[config.mk]
export PLATFORM = sky130hd
export DESIGN_NAME = lsc_div
export DESIGN_NICKNAME = d
export VERILOG_FILES = /design/src/rtl/lsc_pkg.sv /design/src/rtl/lsc_div.sv
export SDC_FILE = /design/constraint.sdc
export NUM_CORES = 2
export LEC_CHECK = 0
export BUFFER_PORTS_ARGS = -buffer_cell sky130_fd_sc_hd__clkbuf_2
export CORE_ASPECT_RATIO = 1.5
export CORE_MARGIN = 5
export CORE_UTILIZATION = 35
export CTS_CLUSTER_SIZE = 40
export DETAILED_ROUTE_END_ITERATION = 10
export GPL_TIMING_DRIVEN = 0
export SYNTH_ARGS = -nofsm -noshare
export SYNTH_HDL_FRONTEND = slang
export SYNTH_SLANG_ARGS = --single-unit
export TNS_END_PERCENT = 5
[constraint.sdc]
create_clock -name clk -period 3.42 [get_ports clk]
set_input_delay 0.171 -clock clk [delete_from_list [all_inputs] [get_ports clk]]
set_output_delay 0.171 -clock clk [all_outputs]
set_load 0.03 [all_outputs]
[src/rtl/lsc_pkg.sv]
// Shared constants and types for the line segment clipper.
package lsc_pkg;

    localparam int COORD_BITS = 16;
    localparam int FRAC_BITS  = 16;

    localparam int DIFF_W  = COORD_BITS + 1;
    localparam int NUM_W   = COORD_BITS + FRAC_BITS;
    localparam int R_W     = NUM_W + 1;
    localparam int T_W     = FRAC_BITS + 1;
    localparam int PROD_W  = T_W + 1 + DIFF_W;
    localparam int EDGES   = 4;

    localparam int IN_TDATA_W  = ((4 * COORD_BITS + 7) / 8) * 8;
    localparam int OUT_FIELDS  = 4 * COORD_BITS + 2;
    localparam int OUT_TDATA_W = ((OUT_FIELDS + 7) / 8) * 8;
    localparam int CFG_IDX_W   = 2;

    localparam logic [T_W-1:0]    T_ONE      = {1'b1, {FRAC_BITS{1'b0}}};
    localparam logic [PROD_W-1:0] TRUNC_BIAS = {{(PROD_W-FRAC_BITS){1'b0}}, {FRAC_BITS{1'b1}}};

    localparam logic signed [COORD_BITS-1:0] LEFT_RST   = COORD_BITS'(0);
    localparam logic signed [COORD_BITS-1:0] RIGHT_RST  = COORD_BITS'(255);
    localparam logic signed [COORD_BITS-1:0] TOP_RST    = COORD_BITS'(0);
    localparam logic signed [COORD_BITS-1:0] BOTTOM_RST = COORD_BITS'(191);

    typedef enum logic [CFG_IDX_W-1:0] {
        REG_LEFT   = 2'd0,
        REG_RIGHT  = 2'd1,
        REG_TOP    = 2'd2,
        REG_BOTTOM = 2'd3
    } cfg_idx_t;

    typedef struct packed {
        logic signed [COORD_BITS-1:0] x1;
        logic signed [COORD_BITS-1:0] y1;
        logic signed [DIFF_W-1:0]     dx;
        logic signed [DIFF_W-1:0]     dy;
        logic                         acc;
        logic [EDGES-1:0]             pz;
        logic [EDGES-1:0]             pn;
        logic [EDGES-1:0]             qn;
    } side_t;

    typedef struct packed {
        logic           ok;
        logic [T_W-1:0] t0;
        logic [T_W-1:0] t1;
    } edge_t;

endpackage

[src/rtl/lsc_div.sv]
// Pipelined unsigned restoring divider, one quotient bit per stage.
module lsc_div (
    input  logic                          clk,
    input  logic                          en,
    input  logic [lsc_pkg::NUM_W-1:0]     num,
    input  logic [lsc_pkg::COORD_BITS-1:0] den,
    output logic [lsc_pkg::NUM_W-1:0]     quo
);
    import lsc_pkg::*;

    logic [NUM_W-1:0]      num_reg [NUM_W-1];
    logic [COORD_BITS-1:0] den_reg [NUM_W-1];
    logic [COORD_BITS-1:0] rem_reg [NUM_W];
    logic [NUM_W-1:0]      quo_reg [NUM_W];

    for (genvar k = 0; k < NUM_W; k++)
    begin : g_stage
        logic [NUM_W-1:0]      num_in;
        logic [NUM_W-1:0]      quo_in;
        logic [COORD_BITS-1:0] rem_in;
        logic [COORD_BITS-1:0] den_in;
        logic [COORD_BITS:0]   trial;
        logic [COORD_BITS:0]   diff;
        logic                  fits;

        if (k == 0)
        begin : g_first
            assign num_in = num;
            assign den_in = den;
            assign rem_in = '0;
            assign quo_in = '0;
        end
        else
        begin : g_rest
            assign num_in = num_reg[k-1];
            assign den_in = den_reg[k-1];
            assign rem_in = rem_reg[k-1];
            assign quo_in = quo_reg[k-1];
        end

        assign trial = {rem_in, num_in[NUM_W-1]};
        assign diff  = trial - {1'b0, den_in};
        assign fits  = trial >= {1'b0, den_in};

        always_ff @(posedge clk)
        begin
            if (en)
            begin
                rem_reg[k] <= fits ? diff[COORD_BITS-1:0] : trial[COORD_BITS-1:0];
                quo_reg[k] <= {quo_in[NUM_W-2:0], fits};
            end
        end

        if (k < NUM_W - 1)
        begin : g_pass
            always_ff @(posedge clk)
            begin
                if (en)
                begin
                    num_reg[k] <= num_in << 1;
                    den_reg[k] <= den_in;
                end
            end
        end
    end

    assign quo = quo_reg[NUM_W-1];

endmodule

After elaboration in Yosys (flattened, before gate mapping)
Memories as Yosys holds them, arrays and structs flattened.
Cells that the tools add are included.
{"block": "totals", "reg_bits": 0, "ram_bits": 2993, "input_bits": 50, "out_inout_bits": 32, "word_cells": 102, "n_memories": 4}
{"name": "quo_reg", "depth": 32, "width": 32, "rd": 32, "rd_clocked_by_memory_dff": 0, "wr": 32, "line": "lsc_div.sv:14", "source": "logic [NUM_W-1:0] quo_reg [NUM_W];"}
{"name": "num_reg", "depth": 31, "width": 31, "rd": 31, "rd_clocked_by_memory_dff": 0, "wr": 31, "line": "lsc_div.sv:11", "source": "logic [NUM_W-1:0] num_reg [NUM_W-1];"}
{"name": "rem_reg", "depth": 32, "width": 16, "rd": 31, "rd_clocked_by_memory_dff": 0, "wr": 32, "line": "lsc_div.sv:13", "source": "logic [COORD_BITS-1:0] rem_reg [NUM_W];"}
{"name": "den_reg", "depth": 31, "width": 16, "rd": 31, "rd_clocked_by_memory_dff": 0, "wr": 31, "line": "lsc_div.sv:12", "source": "logic [COORD_BITS-1:0] den_reg [NUM_W-1];"}
{"block": "classes", "addsub": 32, "order_cmp": 32, "mux": 34}
{"op": "$ge 17x16->1", "n": 31}
{"op": "$mux 16", "n": 32}
{"op": "$sub 16x16->16", "n": 31}
{"op": "$ge 1x16->1", "n": 1}
{"op": "$sub 1x16->16", "n": 1}
{"op": "$mux 1", "n": 2}

Depth between registers and ports, before layout
An unclocked memory read counts as a cell.
{"block": "depth", "word_depth": 3, "ltp_mapped": 12, "ltp_nobuf": 11}

Worst setup path before layout
No wires, ideal clock.
{"block": "synth_timing", "path_type": "reg-to-reg", "from": "mem den_reg[11][1] (netlist: den_reg[0][177])", "to": "mem rem_reg[12][8] (netlist: rem_reg[0][200]), data pin", "setup_ns": 0.260, "arrival_time_ns": 2.991, "required_ns": 3.160, "path_slack_ns": 0.168, "stages_incl_launch_ff": 13, "path_buffers": 2, "period_less_slack_ns": 3.252, "path_cell_list": "edfxtp_1 > inv_1 > ha_1 > nor2b_4 > o31a_1 > o41ai_4 > a2111oi_2 > a2111oi_4 > a211oi_1 > or4_1 > buf_6 > buf_12 > mux2_4"}
{"item": "start, declared", "line": "lsc_div.sv:12"}
{"item": "end, declared", "line": "lsc_div.sv:13"}

==> results.md <==
- Status: complete, but fails checks
- Violated checks: setup timing
- FF+latch count, synth: between 2000 and 2500
- Worst setup SP type: register
- CTS max path bufs: 4
- Final HPWL DP: ~120000 um
- Clock Root Buffer: clkbuf_16
- Worst R2R End: rem_reg[1][11]
- Placer's final routability congestion estimate: between 0.8 and 0.9
- Total CTS buffers: around 210
- Starting Density: 0.351
- TritonCTS Sinks: 2016
- Commonest non-fill, non-tap cell in the layout: edfxtp_1
- Synth Warn #: 0
- Core area: 257000 sq um
- Kind of critical path: register to register
- Final setup margin: -0.163 ns
- CP Data Arrival Time: between 4 and 5 ns
- Setup violators final: 26
- Max_cap viols: 0
- Final hold violation count: 0
- Clock-pin slew on the worst setup and hold paths: ~0.06 ns
- Routed WL: ~170000 um
- Max Freq: 279 MHz
- Cell repeated most along the worst path: a2111oi_4
- Syn Std Cell Area: roughly 90000 sq um
- Largest net degree at the start of global routing: around 120
- Synth Instances: about 6200
- CTS tree: built
- Power Density: 871 nW/um^2
- Skew final: roughly 0.07 ns
- Die ar.: roughly 270000 sq um
- Final Slew Violations: 0
- Clock share of power: 0.253
- Sequential Power Share: 0.395
- Die width: approximately 420 um
- Flop2flop setup slack: -0.16 ns
- Vias in the first global route: between 50000 and 60000
- Storage element area: roughly 61000 sq um
- Post-DR vias/cell: between 4 and 5
- Max reg flops: roughly 530
- Pleak: 39.6 nW
- Post-synth EDFFs: between 2000 and 2500
- Worst-Skew Late Latency: roughly 0.86 ns
- Sw Ratio: 0.319
- First-pass GRT wire length: between 200000 and 300000 um
- CP required: about 4 ns
- P_sw: between 0.02 and 0.03 W
- Post-layout net count: 7243
- Most used DFF post-synth: edfxtp_1
- Worst VDD drop: roughly 0.00041 V
- Fraction of layout cells with a size suffix above 1: 0.137
- H-tree lvl count: 4
- Multi-input gate area: between 20000 and 30000 sq um
- WHS: approximately 0.11 ns
- Slowest cell on crit path: or4_1
- End point of the critical path: rem_reg[1][11]
- Comb pwr share: 0.352
- Site Rows: ~230
- Tightest Pin Transition: 0.909 ns
- CP Cell Sequence: clkinvlp_4 > ha_4 > nor2b_4 > o31a_1 > o41ai_4 > buf_4 > a2111oi_4 > a2111oi_4 > a211oi_1 > or4_1 > buf_6 > buf_12 > mux2_4
- Critical Path Start: num_reg[15][30]
- Worst reg2reg startpoint: num_reg[15][30]
- Fill count: approximately 24000
- Avg Inst Size Synth: approximately 14 sq um
- GRT Residual Overflow: 0
- Antenna-violating nets left: 0
- Element type at the critical path end: register
- Ys async rst share: 0
- Initial antenna violation count: 2
- Tcrit/Tclk final: 1.05
- Drt first pass iters: 8
- Largest stage delay on the critical path: 0.43 ns
- Int Power: approximately 0.062 W
- Most frequent cells in the layout: 2016 x edfxtp_1, 653 x inv_1, 491 x ha_1, 324 x nor2_1, 324 x mux2_2
- RSZ-0062 raised after global routing: yes
- Total GRT Usage: 0.127
- Routed vias: between 50000 and 60000
- Routed wire per std cell: ~17 um
- Syn_nets: 6813
- Area growth syn-to-layout: 15.3%
- Worst slew margin: 0.394
- Post-synthesis sequential area ratio: 0.671
- FF-to-FF path depth: 13
- Count of cell types in the netlist: 74
- Hold Crit Class: input pin to register
- Final min period: 3.58 ns
- Crit path max fanout: 9
- Number of port buffers: 81
- Ports: 82
- Die H: 632 um
- DRC: 0
- TNS Setup: -3.12 ns
- Initial DRC Count: 2511
==> per-layer routing <==
layer | vias to the layer above | share of wire | GRT usage
met4 | 0 | 0.068 | 0.0776
met5 | - | 0 | 0
met1 | 24329 | 0.34 | 0.118
li1 | 24251 | - | -
met3 | 577 | 0.033 | 0.0199
met2 | 927 | 0.56 | 0.254
==> critical path, delay by kind of cell, from the launching register on <==
family,cells,cell delay (ns)
buffers and inverters,4,0.70
adders and majority gates,1,0.18
and+or+nand+nor,2,0.47
AOI/OAI and AO/OA,5,1.25
DFF,1,0.41
muxes,1,0.29
==> power by group through the flow <==
stage / logic, W / clock network, W / registers [W]
global route: 0.0351 / 0.0249 / 0.0362
floorplan: 0.0234 / 0 / 0.0353
detailed placement: 0.0308 / 0 / 0.0363
finish: 0.0319 / 0.0230 / 0.0358
global placement: 0.0289 / 0 / 0.0373
CTS: 0.0316 / 0.0240 / 0.0358
==> metrics by stage <==
stage	util	cell area (sq um)	cells	setup slack, ns	total power, W
floorplan	-	90300	6235	0.168	0.0587
global placement	0.370	95000	9766	-34.53	0.0663
detailed placement	0.372	95500	9785	-0.911	0.0670
CTS	0.403	104000	10262	-0.183	0.0914
global route	0.405	104000	10278	-0.270	0.0962
finish	0.405	104000	10279	-0.163	0.0906
==> synth_stat cells, types with 12 or more instances <==
cell type	instances	share of area
ha_1	498	0.069
xor2_1	98	0.0095
a21o_1	113	0.0094
a21oi_1	254	0.014
a311oi_1	12	0.0012
o21a_1	65	0.0054
or4_1	14	0.0012
o31a_1	26	0.0025
a221oi_1	16	0.0016
o31ai_1	30	0.0025
nand2_1	281	0.012
nand4_1	67	0.0046
o311ai_0	18	0.0017
or2_2	24	0.0017
a211o_1	14	0.0014
mux2i_1	65	0.0072
inv_1	655	0.027
o2111ai_1	24	0.0023
o211ai_1	29	0.0024
nand2b_1	49	0.0034
or3_1	22	0.0015
xnor2_1	210	0.020
o21ai_0	237	0.013
o21bai_1	19	0.0016
nor2_1	325	0.014
nor3_1	93	0.0052
a31oi_1	45	0.0031
and3_1	53	0.0037
clkbuf_1	39	0.0016
nor2b_1	97	0.0067
and2_1	12	0.00083
mux2_4	14	0.0023
nor4_1	28	0.0019
mux2_2	324	0.040
edfxtp_1	2016	0.67
nand3_1	92	0.0051
fa_1	30	0.0067
a21boi_0	47	0.0039
a211oi_1	43	0.0036
==> worst min path at each step <==
stage	start	to	slack, ns	cells past startpoint
after detailed placement	num[11]	num_reg[0][11]	0.35	1
after global placement	num[30]	num_reg[0][30]	0.35	1
final	en	num_reg[0][1]	0.11	1
after CTS	den[14]	den_reg[0][14]	0.002	2
after global routing	den[14]	den_reg[0][14]	0.05	2
after floorplan	den[0]	den_reg[0][0]	0.27	0
==> logic make-up (layout without fill, tap and decap cells) <==
kind of cell / after synthesis / count (layout) / synth area share
flops: 2016 / 2016 / 0.671
simple gates: 1191 / 1191 / 0.0643
compound gates: 1076 / 1076 / 0.0791
other cells: 0 / 2 / 0
xor+xnor: 308 / 308 / 0.0299
buf+inv: 713 / 1305 / 0.0303
fa+ha+maj: 528 / 528 / 0.0757
mux: 403 / 403 / 0.0500
==> cell type report <==
type	instances	area share
Antenna cell	2	0.0000481
Buffer	56	0.00358
Clock buffer	237	0.0521
Clock inverter	138	0.0139
Inverter	655	0.0237
Multi-Input combinational cell	3506	0.264
Sequential cell	2016	0.582
Tap cell	3450	0.0415
Timing Repair Buffer	219	0.0199
==> repair_timing <==
action	4_1_cts	5_1_grt
setup endpoints to repair	378	227
gates resized for setup	99	63
endpoints found under the hold margin	64	0
pin swaps	10	14
hold buffers	92	0
setup buffers	12	15
gates cloned	0	0
(Power assumes the default switching activity.)
